--- config.mk ---
export PLATFORM = sky130hd
export DESIGN_NAME = double_ended_queue_flat
export DESIGN_NICKNAME = d
export VERILOG_FILES = /design/src/rtl/dq_pkg.sv /design/src/rtl/dq_cmd_if.sv /design/src/rtl/dq_res_if.sv /design/src/rtl/dq_store.sv /design/src/rtl/dq_ctrl.sv /design/src/rtl/double_ended_queue.sv /design/src/flat_wrapper.sv
export SDC_FILE = /design/constraint.sdc
export NUM_CORES = 1
export LEC_CHECK = 0
export ABC_AREA = 1
export BUFFER_PORTS_ARGS = -buffer_cell sky130_fd_sc_hd__buf_4
export CAP_MARGIN = 40
export CORE_ASPECT_RATIO = 0.5
export CORE_MARGIN = 2
export CORE_UTILIZATION = 56
export DETAILED_ROUTE_END_ITERATION = 16
export PLACE_DENSITY = 0.76
export SLEW_MARGIN = 10
export SYNTH_ARGS = -nofsm -noshare
export SYNTH_HDL_FRONTEND = slang
export SYNTH_SLANG_ARGS = --single-unit
--- constraint.sdc ---
create_clock -name i_clk -period 3.85 [get_ports i_clk]
set_clock_uncertainty 0.1 [all_clocks]
set_input_delay 0.77 -clock i_clk [delete_from_list [all_inputs] [get_ports i_clk]]
set_output_delay 0.77 -clock i_clk [all_outputs]
set_load 0.05 [all_outputs]
--- src/rtl/dq_pkg.sv ---
`timescale 1ns / 1ps
// ----------------------------------------------------------------------------
// dq_pkg: shared types and codes of the deque
// Command and status codes, field widths and the result request that the
// control logic hands to the output register.
// ----------------------------------------------------------------------------
package dq_pkg;

    localparam int DEPTH_DEFAULT = 16;
    localparam int DATA_W        = 32;
    localparam int ACT_W         = 3;
    localparam int STAT_W        = 3;
    localparam int OCC_W         = 5;

    // command codes
    localparam logic [ACT_W-1:0] ACT_PUSH_FRONT = 3'd0;
    localparam logic [ACT_W-1:0] ACT_PUSH_BACK  = 3'd1;
    localparam logic [ACT_W-1:0] ACT_POP_FRONT  = 3'd2;
    localparam logic [ACT_W-1:0] ACT_POP_BACK   = 3'd3;
    localparam logic [ACT_W-1:0] ACT_LIST       = 3'd4;

    // status codes
    localparam logic [STAT_W-1:0] ST_DONE       = 3'd0;
    localparam logic [STAT_W-1:0] ST_POP_EMPTY  = 3'd1;
    localparam logic [STAT_W-1:0] ST_PUSH_FULL  = 3'd2;
    localparam logic [STAT_W-1:0] ST_LISTED     = 3'd3;
    localparam logic [STAT_W-1:0] ST_LIST_EMPTY = 3'd4;

    typedef logic signed [DATA_W-1:0] t_data;

    // request to load the output register
    typedef struct packed {
        logic                valid;
        logic [STAT_W-1:0]   status;
        logic                from_mem;   // value comes from the read port
        logic                last;
        logic [OCC_W-1:0]    occupancy;
    } t_res_req;

endpackage

--- src/rtl/dq_cmd_if.sv ---
`timescale 1ns / 1ps
// ----------------------------------------------------------------------------
// dq_cmd_if: command channel
// Valid/ready channel that carries one deque command per transfer.
// ----------------------------------------------------------------------------
interface dq_cmd_if;
    logic                                valid;
    logic                                ready;
    logic [dq_pkg::ACT_W-1:0]            action;
    logic signed [dq_pkg::DATA_W-1:0]    item_value;

    modport source (output valid, output action, output item_value, input ready);
    modport sink   (input valid, input action, input item_value, output ready);
endinterface

--- src/rtl/dq_res_if.sv ---
`timescale 1ns / 1ps
// ----------------------------------------------------------------------------
// dq_res_if: result channel
// Valid/ready channel that carries one deque result per transfer.
// ----------------------------------------------------------------------------
interface dq_res_if;
    logic                                valid;
    logic                                ready;
    logic [dq_pkg::STAT_W-1:0]           status;
    logic signed [dq_pkg::DATA_W-1:0]    result_value;
    logic                                last_of_run;
    logic [dq_pkg::OCC_W-1:0]            occupancy;

    modport source (output valid, output status, output result_value,
                    output last_of_run, output occupancy, input ready);
    modport sink   (input valid, input status, input result_value,
                    input last_of_run, input occupancy, output ready);
endinterface

--- src/rtl/dq_store.sv ---
`timescale 1ns / 1ps
// ----------------------------------------------------------------------------
// dq_store: element memory
// One write port and one read port with registered read data; the read data
// holds until the next read.
// ----------------------------------------------------------------------------
module dq_store #(
    parameter int DEPTH = dq_pkg::DEPTH_DEFAULT,
    parameter int IDX_W = $clog2(DEPTH)
) (
    input  logic                 i_clk,
    input  logic                 i_wr_en,
    input  logic [IDX_W-1:0]     i_wr_addr,
    input  dq_pkg::t_data        i_wr_data,
    input  logic                 i_rd_en,
    input  logic [IDX_W-1:0]     i_rd_addr,
    output dq_pkg::t_data        o_rd_data
);
    import dq_pkg::*;

    t_data mem [DEPTH];
    t_data r_rd_data;

    always_ff @(posedge i_clk) begin
        if (i_wr_en) begin
            mem[i_wr_addr] <= i_wr_data;
        end
    end

    always_ff @(posedge i_clk) begin
        if (i_rd_en) begin
            r_rd_data <= mem[i_rd_addr];
        end
    end

    assign o_rd_data = r_rd_data;

endmodule

--- src/rtl/dq_ctrl.sv ---
`timescale 1ns / 1ps
// ----------------------------------------------------------------------------
// dq_ctrl: deque sequencer
// Holds front index and count, drives the memory ports and walks the ring
// for pops and listings.
// ----------------------------------------------------------------------------
module dq_ctrl #(
    parameter int DEPTH = dq_pkg::DEPTH_DEFAULT,
    parameter int IDX_W = $clog2(DEPTH)
) (
    input  logic                       i_clk,
    input  logic                       i_rst_n,
    input  logic                       i_cmd_valid,
    input  logic [dq_pkg::ACT_W-1:0]   i_action,
    input  dq_pkg::t_data              i_item_value,
    output logic                       o_cmd_ready,
    input  logic                       i_out_free,
    output logic                       o_wr_en,
    output logic [IDX_W-1:0]           o_wr_addr,
    output dq_pkg::t_data              o_wr_data,
    output logic                       o_rd_en,
    output logic [IDX_W-1:0]           o_rd_addr,
    output dq_pkg::t_res_req           o_req
);
    import dq_pkg::*;

    localparam int CNT_W = $clog2(DEPTH + 1);

    localparam logic [1:0] S_IDLE = 2'd0;
    localparam logic [1:0] S_POP  = 2'd1;
    localparam logic [1:0] S_LIST = 2'd2;

    logic [1:0]        r_state, n_state;
    logic [IDX_W-1:0]  r_front, n_front;
    logic [CNT_W-1:0]  r_count, n_count;
    logic [CNT_W-1:0]  r_list_k, n_list_k;

    logic              full;
    logic              empty;
    logic              accept;
    logic              req_valid;
    logic [STAT_W-1:0] req_status;
    logic              req_from_mem;
    logic              req_last;

    // ring position of base + off, both below DEPTH
    function automatic logic [IDX_W-1:0] ring_add(input logic [IDX_W-1:0] base,
                                                  input logic [CNT_W-1:0] off);
        logic [CNT_W:0] s;
        s = (CNT_W+1)'(base) + (CNT_W+1)'(off);
        if (s >= (CNT_W+1)'(DEPTH)) begin
            s = s - (CNT_W+1)'(DEPTH);
        end
        return IDX_W'(s);
    endfunction

    assign full        = (r_count == CNT_W'(DEPTH));
    assign empty       = (r_count == '0);
    assign o_cmd_ready = (r_state == S_IDLE) && i_out_free;
    assign accept      = i_cmd_valid && o_cmd_ready;
    assign o_wr_data   = i_item_value;

    always_comb begin
        n_state      = r_state;
        n_front      = r_front;
        n_count      = r_count;
        n_list_k     = r_list_k;
        o_wr_en      = 1'b0;
        o_wr_addr    = r_front;
        o_rd_en      = 1'b0;
        o_rd_addr    = r_front;
        req_valid    = 1'b0;
        req_status   = ST_DONE;
        req_from_mem = 1'b0;
        req_last     = 1'b1;

        case (r_state)
            S_IDLE: begin
                if (accept) begin
                    case (i_action)
                        ACT_PUSH_FRONT: begin
                            req_valid = 1'b1;
                            if (full) begin
                                req_status = ST_PUSH_FULL;
                            end else begin
                                n_front   = (r_front == '0) ? IDX_W'(DEPTH - 1)
                                                            : r_front - 1'b1;
                                o_wr_en   = 1'b1;
                                o_wr_addr = n_front;
                                n_count   = r_count + 1'b1;
                            end
                        end
                        ACT_PUSH_BACK: begin
                            req_valid = 1'b1;
                            if (full) begin
                                req_status = ST_PUSH_FULL;
                            end else begin
                                o_wr_en   = 1'b1;
                                o_wr_addr = ring_add(r_front, r_count);
                                n_count   = r_count + 1'b1;
                            end
                        end
                        ACT_POP_FRONT: begin
                            if (empty) begin
                                req_valid  = 1'b1;
                                req_status = ST_POP_EMPTY;
                            end else begin
                                o_rd_en   = 1'b1;
                                o_rd_addr = r_front;
                                n_front   = ring_add(r_front, CNT_W'(1));
                                n_count   = r_count - 1'b1;
                                n_state   = S_POP;
                            end
                        end
                        ACT_POP_BACK: begin
                            if (empty) begin
                                req_valid  = 1'b1;
                                req_status = ST_POP_EMPTY;
                            end else begin
                                o_rd_en   = 1'b1;
                                o_rd_addr = ring_add(r_front, r_count - 1'b1);
                                n_count   = r_count - 1'b1;
                                n_state   = S_POP;
                            end
                        end
                        ACT_LIST: begin
                            if (empty) begin
                                req_valid  = 1'b1;
                                req_status = ST_LIST_EMPTY;
                            end else begin
                                o_rd_en   = 1'b1;
                                o_rd_addr = r_front;
                                n_list_k  = CNT_W'(1);
                                n_state   = S_LIST;
                            end
                        end
                        default: begin
                            req_valid = 1'b1;
                        end
                    endcase
                end
            end
            S_POP: begin
                if (i_out_free) begin
                    req_valid    = 1'b1;
                    req_from_mem = 1'b1;
                    n_state      = S_IDLE;
                end
            end
            S_LIST: begin
                // hand over the element just read, fetch the next one
                if (i_out_free) begin
                    req_valid    = 1'b1;
                    req_status   = ST_LISTED;
                    req_from_mem = 1'b1;
                    req_last     = (r_list_k == r_count);
                    if (req_last) begin
                        n_state = S_IDLE;
                    end else begin
                        o_rd_en   = 1'b1;
                        o_rd_addr = ring_add(r_front, r_list_k);
                        n_list_k  = r_list_k + 1'b1;
                    end
                end
            end
            default: begin
                n_state = S_IDLE;
            end
        endcase
    end

    always_comb begin
        o_req.valid     = req_valid;
        o_req.status    = req_status;
        o_req.from_mem  = req_from_mem;
        o_req.last      = req_last;
        o_req.occupancy = OCC_W'(32'(n_count));
    end

    always_ff @(posedge i_clk) begin
        if (!i_rst_n) begin
            r_state  <= S_IDLE;
            r_front  <= '0;
            r_count  <= '0;
            r_list_k <= '0;
        end else begin
            r_state  <= n_state;
            r_front  <= n_front;
            r_count  <= n_count;
            r_list_k <= n_list_k;
        end
    end

endmodule

--- src/rtl/double_ended_queue.sv ---
`timescale 1ns / 1ps
// ----------------------------------------------------------------------------
// double_ended_queue: bounded deque of signed 32-bit values
// Ring store of DEPTH entries with push/pop at both ends and a front-to-back
// listing.
// ----------------------------------------------------------------------------
// Usage:
//   i_cmd carries one command per transfer (action, item_value). o_res
//   returns one result per push or pop, and one result per held element for
//   a listing (a single "list empty" result when nothing is held), with
//   last_of_run set on the final result of each command.
//   A push, a failed pop, an empty listing or an unused code loads the
//   output register at the accepting edge, so the result shows in the next
//   cycle and a new command can follow every cycle while the output register
//   is free. A pop reads the element memory first and then loads the output
//   register. A listing reads its elements front to back through the single
//   read port of the element memory, one element per cycle while the output
//   register is free. Intake is held while a pop or listing is in progress.
//   Reset empties the queue (count and front index cleared, output invalid);
//   memory contents are not cleared.
//   When the receiver stalls, the result holds in the output register; a
//   further command is taken only once that register is free or being
//   drained in the same cycle, and a listing pauses in place.
// ----------------------------------------------------------------------------
module double_ended_queue #(
    parameter int DEPTH = dq_pkg::DEPTH_DEFAULT
) (
    input  logic       i_clk,
    input  logic       i_rst_n,
    dq_cmd_if.sink     i_cmd,
    dq_res_if.source   o_res
);
    import dq_pkg::*;

    localparam int IDX_W = $clog2(DEPTH);

    logic              out_free;
    logic              wr_en;
    logic [IDX_W-1:0]  wr_addr;
    t_data             wr_data;
    logic              rd_en;
    logic [IDX_W-1:0]  rd_addr;
    t_data             rd_data;
    t_res_req          req;

    logic              r_out_valid;
    logic [STAT_W-1:0] r_status;
    t_data             r_value;
    logic              r_last;
    logic [OCC_W-1:0]  r_occupancy;

    dq_ctrl #(
        .DEPTH (DEPTH),
        .IDX_W (IDX_W)
    ) u_ctrl (
        .i_clk        (i_clk),
        .i_rst_n      (i_rst_n),
        .i_cmd_valid  (i_cmd.valid),
        .i_action     (i_cmd.action),
        .i_item_value (i_cmd.item_value),
        .o_cmd_ready  (i_cmd.ready),
        .i_out_free   (out_free),
        .o_wr_en      (wr_en),
        .o_wr_addr    (wr_addr),
        .o_wr_data    (wr_data),
        .o_rd_en      (rd_en),
        .o_rd_addr    (rd_addr),
        .o_req        (req)
    );

    dq_store #(
        .DEPTH (DEPTH),
        .IDX_W (IDX_W)
    ) u_store (
        .i_clk     (i_clk),
        .i_wr_en   (wr_en),
        .i_wr_addr (wr_addr),
        .i_wr_data (wr_data),
        .i_rd_en   (rd_en),
        .i_rd_addr (rd_addr),
        .o_rd_data (rd_data)
    );

    // output register is free when empty or its transfer completes now
    assign out_free = !r_out_valid || o_res.ready;

    // hold valid across stalls; drop it after the transfer
    always_ff @(posedge i_clk) begin
        if (!i_rst_n) begin
            r_out_valid <= 1'b0;
        end else if (req.valid) begin
            r_out_valid <= 1'b1;
        end else if (o_res.ready) begin
            r_out_valid <= 1'b0;
        end
    end

    // payload: popped or listed values come from the read port, else zero
    always_ff @(posedge i_clk) begin
        if (req.valid) begin
            r_status    <= req.status;
            r_value     <= req.from_mem ? rd_data : '0;
            r_last      <= req.last;
            r_occupancy <= req.occupancy;
        end
    end

    assign o_res.valid        = r_out_valid;
    assign o_res.status       = r_status;
    assign o_res.result_value = r_value;
    assign o_res.last_of_run  = r_last;
    assign o_res.occupancy    = r_occupancy;

endmodule

--- src/flat_wrapper.sv ---
// flat-port wrapper written by rule: the top's interface ports become plain ports
module double_ended_queue_flat import dq_pkg::*;
#(
    parameter int DEPTH = dq_pkg::DEPTH_DEFAULT
)
  (i_clk, i_rst_n, i_cmd_valid, i_cmd_action, i_cmd_item_value, i_cmd_ready, o_res_valid, o_res_status, o_res_result_value, o_res_last_of_run, o_res_occupancy, o_res_ready);
  dq_cmd_if i_cmd_i ();
  dq_res_if o_res_i ();
  input  logic i_clk;
  input  logic i_rst_n;
  input wire logic [$bits(i_cmd_i.valid)-1:0] i_cmd_valid;
  input wire logic [$bits(i_cmd_i.action)-1:0] i_cmd_action;
  input wire logic [$bits(i_cmd_i.item_value)-1:0] i_cmd_item_value;
  output wire logic [$bits(i_cmd_i.ready)-1:0] i_cmd_ready;
  output wire logic [$bits(o_res_i.valid)-1:0] o_res_valid;
  output wire logic [$bits(o_res_i.status)-1:0] o_res_status;
  output wire logic [$bits(o_res_i.result_value)-1:0] o_res_result_value;
  output wire logic [$bits(o_res_i.last_of_run)-1:0] o_res_last_of_run;
  output wire logic [$bits(o_res_i.occupancy)-1:0] o_res_occupancy;
  input wire logic [$bits(o_res_i.ready)-1:0] o_res_ready;
  assign i_cmd_i.valid = i_cmd_valid;
  assign i_cmd_i.action = i_cmd_action;
  assign i_cmd_i.item_value = i_cmd_item_value;
  assign i_cmd_ready = i_cmd_i.ready;
  assign o_res_valid = o_res_i.valid;
  assign o_res_status = o_res_i.status;
  assign o_res_result_value = o_res_i.result_value;
  assign o_res_last_of_run = o_res_i.last_of_run;
  assign o_res_occupancy = o_res_i.occupancy;
  assign o_res_i.ready = o_res_ready;
  double_ended_queue #(.DEPTH(DEPTH)) u_core (.i_clk(i_clk), .i_rst_n(i_rst_n), .i_cmd(i_cmd_i), .o_res(o_res_i));
endmodule
Yosys cells after proc, flatten, opt, wreduce, memory -nomap -nowiden:

Memory sizes are Yosys's and may differ from the RTL's. A register that Yosys moved wholly into a read port is not among the register bits.
Cells that the tools add are included.

* reduce and logical (&&, ||, !) cells: 19
* equality and inequality tests: 19
* mux-type cells: 64
* order comparisons: 4
* $add $sub $neg: 12

Operator list (number)
* 4-bit 2-to-1 mux: 15
* 5-bit 2-to-1 mux: 9
* 4-bit case mux with 2 select lines: 3
* 5-bit case mux with 2 select lines: 2
* 4-bit by 1-bit subtractor with 4-bit output, second input constant: 5
* 1-bit 2-to-1 mux: 19
* 4-bit by 5-bit adder with 6-bit output: 3
* 6-bit by 5-bit greater-or-equal comparator with 1-bit output, second input constant: 3
* 2-bit 2-to-1 mux: 8
* 2-bit != test, second input constant: 7
* 5-bit by 1-bit adder with 5-bit output, second input constant: 2
* 3-bit case mux with 3 select lines: 1
* 7-bit AND reduction: 1
* 3-bit by 2-bit == test with 1-bit output, second input constant: 2
* 3-bit 2-to-1 mux: 2
* 3-bit != test, second input constant: 2
* 2-bit case mux with 3 select lines: 1
* 3-bit case mux with 2 select lines: 1
* 6-bit AND reduction: 1
* 2-bit nonzero test: 3
* 2-bit OR reduction: 3
* 4-bit by 1-bit adder with 5-bit output, second input constant: 1
* 5-bit == test: 1
* 5-bit == test, second input constant: 1
* other kinds (20): 22

* register bits after elaboration: 58
* RAM bits: 512
* memories: 1
* output and inout bits: 43

Memories
* u_core.u_store.mem: words 16, bits a word 32, rd ports 1, clocked after Yosys merged registers in 1, wr ports 1, RTL line dq_store.sv:21 `t_data mem [DEPTH];`

Logic depth before layout (Yosys ltp):

Gate-level depths: netlist (run 1).

* word-level depth: 8
* depth in mapped cells: 18
* depth with buffers taken out: 16

Modules after synthesis:

From an unflattened synthesis (run 1), not the netlist that was laid out.

* cell total of the unflattened synthesis: 2607
* area total of the unflattened synthesis: 26975.9 um^2

Modules (own cells, without submodules)
* dq_store: area each 23050.9 um^2, sequential area each 16335.7 um^2, cells an instance 2120, instances 1
* dq_ctrl: area each 2379.8 um^2, sequential area each 320.3 um^2, cells an instance 373, instances 1
* double_ended_queue: area each 1545.2 um^2, sequential area each 1251.2 um^2, cells an instance 114, instances 1

Least setup slack after synthesis (run 1):

OpenSTA, ideal clock, no wires.

* kind: in2reg
* from: input i_cmd_action[1]
* to: register u_core.u_store.r_rd_data[0] (netlist: u_core.u_store.o_rd_data[0]), read port of u_core.u_store.mem, enable pin
* slack: -0.242 ns
* path buffers: 0
* cell stages on the path: 5
* data required time: 3.284 ns
* arrival: 3.526 ns
* cells stage by stage: nor2_1 > inv_1 > nor2_1 > o21ai_0 > o21ai_0

* cells in the longest elaborated chain, start to end: 5
* elaborated cells on any way between the ends: 10
* those cells by class: eq/ne (3); mux (6); reduce/logical (1)

Ends and longest elaborated chain
* start, declared: RTL line flat_wrapper.sv:12 `input wire logic [$bits(i_cmd_i.action)-1:0] i_cmd_action;`
* 3-bit == test or 3-bit by 2-bit == test with 1-bit output (tied branches): RTL line dq_ctrl.sv:80 `case (i_action)`
* 3-bit OR reduction (no line) *
* 1-bit 2-to-1 mux *
* 1-bit 2-to-1 mux *: RTL line dq_ctrl.sv:79 `if (accept) begin`
* 1-bit case mux with 2 select lines *: RTL line dq_ctrl.sv:77 `case (r_state)`
* via u_core.rd_en: RTL line double_ended_queue.sv:41 `logic rd_en;`
* end, declared: RTL line dq_store.sv:22 `t_data r_rd_data;`

The timed path passes the listed nets; every way through them passes the cells marked *.
A chain may end at the register's enable or synchronous reset.

Worst setup path after layout (run 1):

* from: register u_core.u_ctrl.r_count[0]
* to: memory u_core.u_store.mem[5][6] (netlist bit), enable pin

* cells in the longest elaborated chain, start to end: 7
* elaborated cells on any way between the ends: 16
* those cells by class: add/sub (2); order compare (1); eq/ne (1); mux (12)

Ends and longest elaborated chain
* start, declared: RTL line dq_ctrl.sv:35 `logic [CNT_W-1:0] r_count, n_count;`
* start signal, assigned: RTL line dq_ctrl.sv:189 `r_count <= n_count;`
* 4-bit by 5-bit adder with 6-bit output or 5-bit == test (tied branches): RTL line dq_ctrl.sv:50, dq_ctrl.sv:57
* 6-bit by 5-bit greater-or-equal comparator with 1-bit output (tied with other cells): RTL line dq_ctrl.sv:51 `if (s >= (CNT_W+1)'(DEPTH)) begin`
* 4-bit 2-to-1 mux or 1-bit 2-to-1 mux (tied branches)
* 4-bit 2-to-1 mux or 1-bit 2-to-1 mux (tied branches): RTL line dq_ctrl.sv:95, dq_ctrl.sv:79
* 4-bit case mux with 2 select lines or 1-bit 2-to-1 mux (tied branches): RTL line dq_ctrl.sv:80, dq_ctrl.sv:77
* 4-bit 2-to-1 mux or 1-bit 2-to-1 mux (tied branches): RTL line dq_ctrl.sv:79, dq_store.sv:25
* 4-bit 2-to-1 mux or 1-bit 2-to-1 mux (tied branches): RTL line dq_ctrl.sv:77, dq_store.sv:26
* end, declared: RTL line dq_store.sv:21

Parallel ways exist; a longest one is shown, timed or not.

==> results by group, run 1 <==
Global routing
  • Pin count of the biggest net entering global routing: 137
  • Number of global-route vias before repair: 17,600
  • GR Util met3: 0.0449
  • GRT met2 Usage: 0.427
  • Grt peak-use layer: met2
  • GR Util All Layers: 0.265
  • First-pass GRT wire length: 100 mm
  • Initial antenna violation count: 1
  • Met1 usage in global routing: 0.373
  • Gr ovfl total: 0

CTS
  • TritonCTS Buffers: 51
  • Hold-fix buffer count after cts: 0
  • Clk pin slew, worst setup/hold paths: 70 ps
  • Worst skew pair latency: 590 ps
  • Post_cts resized: 0
  • Clock root buffer: clkbuf_16
  • CTS tree: yes
  • Number of post-CTS setup repair buffers: 0
  • Clock sinks: 602
  • Clock buffer depth: 3
  • H-Tree Depth: 2

Critical path
  • FF-to-FF setup slack: 470 ps
  • Worst setup SP type: flop
  • Reg2Reg Depth: 13
  • R2R Path End: u_core.u_store.mem[5][6]$_DFFE_PP_
  • WP data required: 4020 ps
  • Critical Path AT: 3550 ps
  • FF-to-FF Start: u_core.u_ctrl.r_count[0]$_SDFF_PN0_
  • Critical path class: reg -> reg
  • CP Capture Type: flop
  • Critical path origin: u_core.u_ctrl.r_count[0]$_SDFF_PN0_
  • Max FO, Critical Path: 16
  • CP endpoint: u_core.u_store.mem[5][6]$_DFFE_PP_

Power and ir drop
  • Worst VDD drop: 0.432 mV
  • Pleak: 11.9 nW
  • Power Dens Cells: 663 mW/mm^2
  • Overall Power: 20.0 mW

Detailed routing
  • Post-Route WL: 65.4 mm
  • DRT iter0 DRCs: 2,485
  • Wire per inst: 20.6 um
  • Antenna viol nets, final: 0
  • Vias: 18,400
  • # DRC: 0
  • DR pass1 iterations: 6
  • Vias per inst: 5.81

Placed design
  • Post-DP HPWL: 36.6 mm
  • Gp weighted congestion: 0.915
  • Input/output buffers: 81

Cells and area
  • Fillers: 3,418
  • Multi-input gate area: 0.00699 mm^2
  • Ant diodes: 0
  • Area grow syn2layout: 14.1%
  • Fraction of layout instances using a drive strength above 1: 0.116
  • Register Area: 0.0179 mm^2
  • Fin nets: 2,552

Timing
  • Endpoints failing setup: 0
  • Fmax: 296 MHz
  • Max Slew Vio Count: 0
  • Final hold viol count: 0
  • Slew margin rel.: 0.482
  • Final min period: 3380 ps
  • Slew @ Worst Pin: 777 ps
  • Unrepaired setup endpoints after global routing: false
  • Hold WS: 381 ps
  • Fin crit share: 0.879

Floorplanning
  • Io pins: 82
  • CORE AREA: 0.0467 mm^2
  • Row count: 56
  • Die Span Y: 158 um
  • Initial Util: 0.566
  • Die span in x: 311 um
  • Die area: 0.0490 mm^2

Status
  • Status: completed

Logic synthesis
  • Synth warnings: 0
  • Number of synthesized flops with an enable pin: 585
  • Syn avg cell area: 11.0 um^2
  • Ys flop type: edfxtp_1
  • Mapped cell area: 0.0264 mm^2
  • Syn_nets: 2,469
  • Synth async-reset ratio: 0
  • Yosys reg bits: 602
  • Cell count after synthesis: 2,409
  • Register area share after synthesis: 0.679
  • Cell variety after synth: 43

Worst hold path
  • Hold Crit Class: in -> reg

Run
  • Max_cap viols: 0
-- through the flow --
| stage | cell area (um^2) | TNS [ps] | utilization | instances | setup WS (ps) |
|---|---|---|---|---|---|
| 2_1_floorplan | 26400 | -32890 | - | 2409 | -129 |
| 3_3_place_gp | 28400 | 0 | 0.609 | 3077 | 459 |
| 3_5_place_dp | 28400 | 0 | 0.609 | 3077 | 446 |
| 4_1_cts | 30100 | 0 | 0.645 | 3170 | 551 |
| 5_1_grt | 30100 | 0 | 0.645 | 3170 | 290 |
| 6_report | 30100 | 0 | 0.645 | 3170 | 467 |
-- placed cells by master (no fill, tap or decap), types with 7 or more instances in the layout --
cell type  count
nand2_1      614
edfxtp_1     585
nand3_1      508
inv_1        237
buf_4        133
nand3b_1      96
nor2_1        60
clkbuf_16     52
buf_12        39
a21oi_1       21
o21ai_0       19
ha_1          18
nor2_4        17
dfxtp_1       17
clkinv_2      12
xor2_1        10
clkinv_1       9
clkbuf_1       8
inv_2          7
bufinv_16      7
-- cells by family after synthesis --
logic type                 after synthesis  share of synthesized area
and+or+nand+nor                       1321                      0.229
DFF                                    602                      0.679
buffers and inverters                  389                     0.0631
AOI/OAI and AO/OA                       63                     0.0139
adders and majority gates               21                     0.0108
xor gates and xnor gates                13                    0.00431
-- final cells by class --
type / count / area share
Multi-Input combinational cell: 1418 / 0.232
Sequential cell: 602 / 0.595
Tap cell: 638 / 0.0265
Clock buffer: 60 / 0.0442
Clock inverter: 33 / 0.0120
Timing Repair Buffer: 172 / 0.0591
Inverter: 247 / 0.0309
-- metal layers --
layer	vias to the layer above	routed length (um)	part of all wire
li1	8400	-	-
met1	8835	26300	0.40
met2	1062	30700	0.47
met3	134	6760	0.10
met4	2	1580	0.024
met5	-	13	0.00020
-- worst min path at each step --
stage / start / endpoint / slack [ps] / depth (start not counted)
6_report: i_rst_n / u_core.u_ctrl.r_count[4]$_SDFF_PN0_ / 380 / 2
5_1_grt: i_rst_n / u_core.u_ctrl.r_count[4]$_SDFF_PN0_ / 370 / 2
4_1_cts: i_rst_n / u_core.u_ctrl.r_count[4]$_SDFF_PN0_ / 350 / 2
3_5_place_dp: u_core.u_store.o_rd_data[8]$_DFFE_PP_ / u_core.o_res.result_value[8]$_SDFFCE_PN0P_ / 430 / 2
3_3_place_gp: u_core.u_ctrl.r_state[0]$_SDFFE_PN0P_ / u_core.u_ctrl.r_state[0]$_SDFFE_PN0P_ / 420 / 2
2_1_floorplan: u_core.u_ctrl.r_state[0]$_SDFFE_PN0P_ / u_core.u_ctrl.r_state[0]$_SDFFE_PN0P_ / 400 / 2
-- Yosys cell counts (all sizes together) (4+ instances only) --
| master | number | share of area |
|---|---|---|
| nor3 | 6 | 0.0011 |
| o211ai | 4 | 0.0011 |
| a21oi | 23 | 0.0048 |
| nand2 | 620 | 0.089 |
| o21ai | 24 | 0.0046 |
| nand3b | 96 | 0.027 |
| buf | 135 | 0.027 |
| clkbuf | 7 | 0.0010 |
| inv | 245 | 0.035 |
| xor2 | 10 | 0.0033 |
| nand3 | 513 | 0.099 |
| nor2 | 78 | 0.011 |
| dfxtp | 17 | 0.013 |
| edfxtp | 585 | 0.67 |
| ha | 18 | 0.0085 |
-- worst max-delay path, stage by stage, from the launching register on --
cell	delay, ps
dfxtp_1	320
inv_2	90
ha_1	230
nand2_1	90
nor2_1	220
inv_1	270
a21oi_1	190
a21oi_1	70
o211ai_1	200
o21ai_0	270
inv_1	150
nand3_1	330
nor2_4	260
buf_4	290
-- state kept, by name, summed over array words and instances (netlist names), 2 cells and up --
register and flops:
u_core.o_res.occupancy 5, u_core.o_res.result_value 32, u_core.o_res.status 3, u_core.u_ctrl.r_count 5
u_core.u_ctrl.r_front 4, u_core.u_ctrl.r_list_k 5, u_core.u_ctrl.r_state 2, u_core.u_store.mem 512
u_core.u_store.o_rd_data 32
-- where the power goes --
group / switching [mW] / internal, mW
clock network: 2.34 / 2.95
registers: 0.181 / 7.85
logic: 4.62 / 2.01
Note: power is estimated with default switching activity, not from simulation.
==> run 2, diff against run 1 <==
Settings changed: CELL_PAD_IN_SITES_DETAIL_PLACEMENT set to 0, CELL_PAD_IN_SITES_GLOBAL_PLACEMENT set to 1, CORE_UTILIZATION 56 to 31, PLACE_DENSITY 0.76 to unset, PLACE_DENSITY_LB_ADDON set to 0.1.
Clock period 3.85 ns to 4.1 ns, I/O delays scaled along.
==> run 2 against run 1 <==
Die area up 79%. Register-to-register slack better by 30 ps. Global-route usage fell by 8.3 points. Core utilization decreased by 28 points. Largest cell class unchanged. Highest routed layer is now met4. Wire length increased by 22%. Sequential power decreased by 6.1%.
==> results by group, run 2 (synthesis results as in run 1) <==
CTS
  • Number of post-CTS setup repair buffers: 0
  • Clock buffer depth: 3
  • Post_cts resized: 0
  • H-Tree Depth: 2
  • Worst skew pair latency: 650 ps
  • Hold-fix buffer count after cts: 0
  • Clk pin slew, worst setup/hold paths: 70 ps
  • TritonCTS Buffers: 58
  • CTS tree: yes
  • Clock sinks: 602
  • Clock root buffer: clkbuf_16

Global routing
  • Initial antenna violation count: 1
  • First-pass GRT wire length: 118 mm
  • Pin count of the biggest net entering global routing: 129
  • Gr ovfl total: 0
  • Number of global-route vias before repair: 16,900
  • GR Util All Layers: 0.182

Placed design
  • Input/output buffers: 81
  • Placed Cells: 3,534
  • Post-DP HPWL: 41.8 mm
  • Gp weighted congestion: 0.766

Critical path
  • CP Capture Type: flop
  • FF-to-FF Start: u_core.u_ctrl.r_front[0]$_SDFFE_PN0P_
  • Max FO, Critical Path: 32
  • Critical Path AT: 3800 ps
  • Critical path class: reg -> reg
  • WP data required: 4290 ps
  • Reg2Reg Depth: 9
  • Worst setup SP type: flop
  • FF-to-FF setup slack: 490 ps
  • R2R Path End: u_core.u_store.mem[1][27]$_DFFE_PP_

Power and ir drop
  • Worst VDD drop: 0.383 mV
  • Power Dens Cells: 625 mW/mm^2
  • Pleak: 11.8 nW

Timing
  • Unrepaired setup endpoints after global routing: false
  • Slew @ Worst Pin: 894 ps
  • Endpoints failing setup: 0
  • Fin crit share: 0.880
  • Setup TNS: 0 ps
  • Max Slew Vio Count: 0
  • Slew margin rel.: 0.404
  • Fmax: 277 MHz
  • Final hold viol count: 0
  • Final min period: 3610 ps

Cells and area
  • Final std cells w/o fill: 3,639
  • Leading cell type in the layout, fill and taps excluded: nand2_1
  • Most frequent cells in the layout: nand2_1, edfxtp_1, nand3_1
  • Top reg by flops: u_core.u_store.mem
  • Area grow syn2layout: 15.9%
  • Largest register FFs: 512
  • Fraction of layout instances using a drive strength above 1: 0.108
  • Fin nets: 2,538

Status
  • Status: completed

Worst hold path
  • Hold Crit Endpoint: u_core.u_store.mem[5][24]$_DFFE_PP_
  • Hold Crit Class: in -> reg
  • HP Start: i_cmd_item_value[24]
  • Worst hold path cell count: 1

Detailed routing
  • DRT iter0 DRCs: 1,456
  • DR pass1 iterations: 7
  • Vias: 17,500
  • Vias per inst: 4.82
  • Wire per inst: 21.9 um
  • # DRC: 0
  • Post-Route WL: 79.8 mm
  • Antenna viol nets, final: 0

Floorplanning
  • Die span in x: 417 um
  • CORE AREA: 0.0841 mm^2
  • Die Span Y: 210 um
  • Initial Util: 0.314
  • Io pins: 82
  • Die area: 0.0876 mm^2
  • Row count: 75

Run
  • Max_cap viols: 0
==> run 2: per-layer routing <==
layer,vias up,part of all wire,track usage
met4,0,0.017,0.0375
li1,8374,-,-
met2,301,0.43,0.271
met5,-,0,0
met3,79,0.038,0.0248
met1,8791,0.52,0.282
==> run 2: layout make-up <==
cell class / count / area [um^2]
multi-input cells: 1418 / 6990
fillers: 8350 / 53500
flip-flops and latches: 602 / 17900
clock buffers: 73 / 1510
diodes: 1 / 2.50
inverters: 247 / 931
clock inverters: 31 / 234
repair buffers: 151 / 1620
well taps: 1116 / 1400
==> run 2: per-stage QoR <==
stage / area, um^2 / hold slack, ps / worst slack, ps / total power [mW] / util
after CTS: 30600 / 339 / 457 / 19.4 / 0.364
final: 30600 / 375 / 492 / 19.1 / 0.364
after detailed placement: 28900 / 432 / 221 / 14.2 / 0.343
after global placement: 28900 / 433 / 215 / 14.2 / 0.343
after floorplan: 26400 / 395 / 61.6 / 11.8 / -
after global routing: 30600 / 345 / 215 / 20.2 / 0.364
==> run 2: power breakdown <==
group / total (mW) / leakage [nW] / internal (mW) / switching (mW)
Combinational: 6.40 / 5.50 / 1.80 / 4.60
Clock: 5.18 / 0.843 / 2.73 / 2.45
Sequential: 7.54 / 5.44 / 7.37 / 0.169
Total: 19.1 / 11.8 / 11.9 / 7.22
==> run 2: worst max-delay path by stage <==
stage	start	end	slack [ps]	cells after the start
after global routing	u_core.u_ctrl.r_front[0]$_SDFFE_PN0P_	u_core.u_store.mem[14][27]$_DFFE_PP_	220	12
after floorplan	o_res_ready	u_core.o_res.last_of_run$_SDFFCE_PN1P_	60	5
after CTS	u_core.u_ctrl.r_front[0]$_SDFFE_PN0P_	u_core.u_store.mem[1][27]$_DFFE_PP_	460	9
after detailed placement	o_res_ready	u_core.u_store.mem[14][23]$_DFFE_PP_	220	12
after global placement	o_res_ready	u_core.u_store.mem[14][24]$_DFFE_PP_	210	12
final	u_core.u_ctrl.r_front[0]$_SDFFE_PN0P_	u_core.u_store.mem[1][27]$_DFFE_PP_	490	9
==> run 2: worst max-delay path, cell delays in order (launching register included) <==
cell and delay, ps:
dfxtp_1 640, ha_1 300, fa_1 420, or2_2 300, o21ai_1 80, o22ai_1 110
a22oi_1 270, nand3_1 460, nor2_4 240, buf_12 300
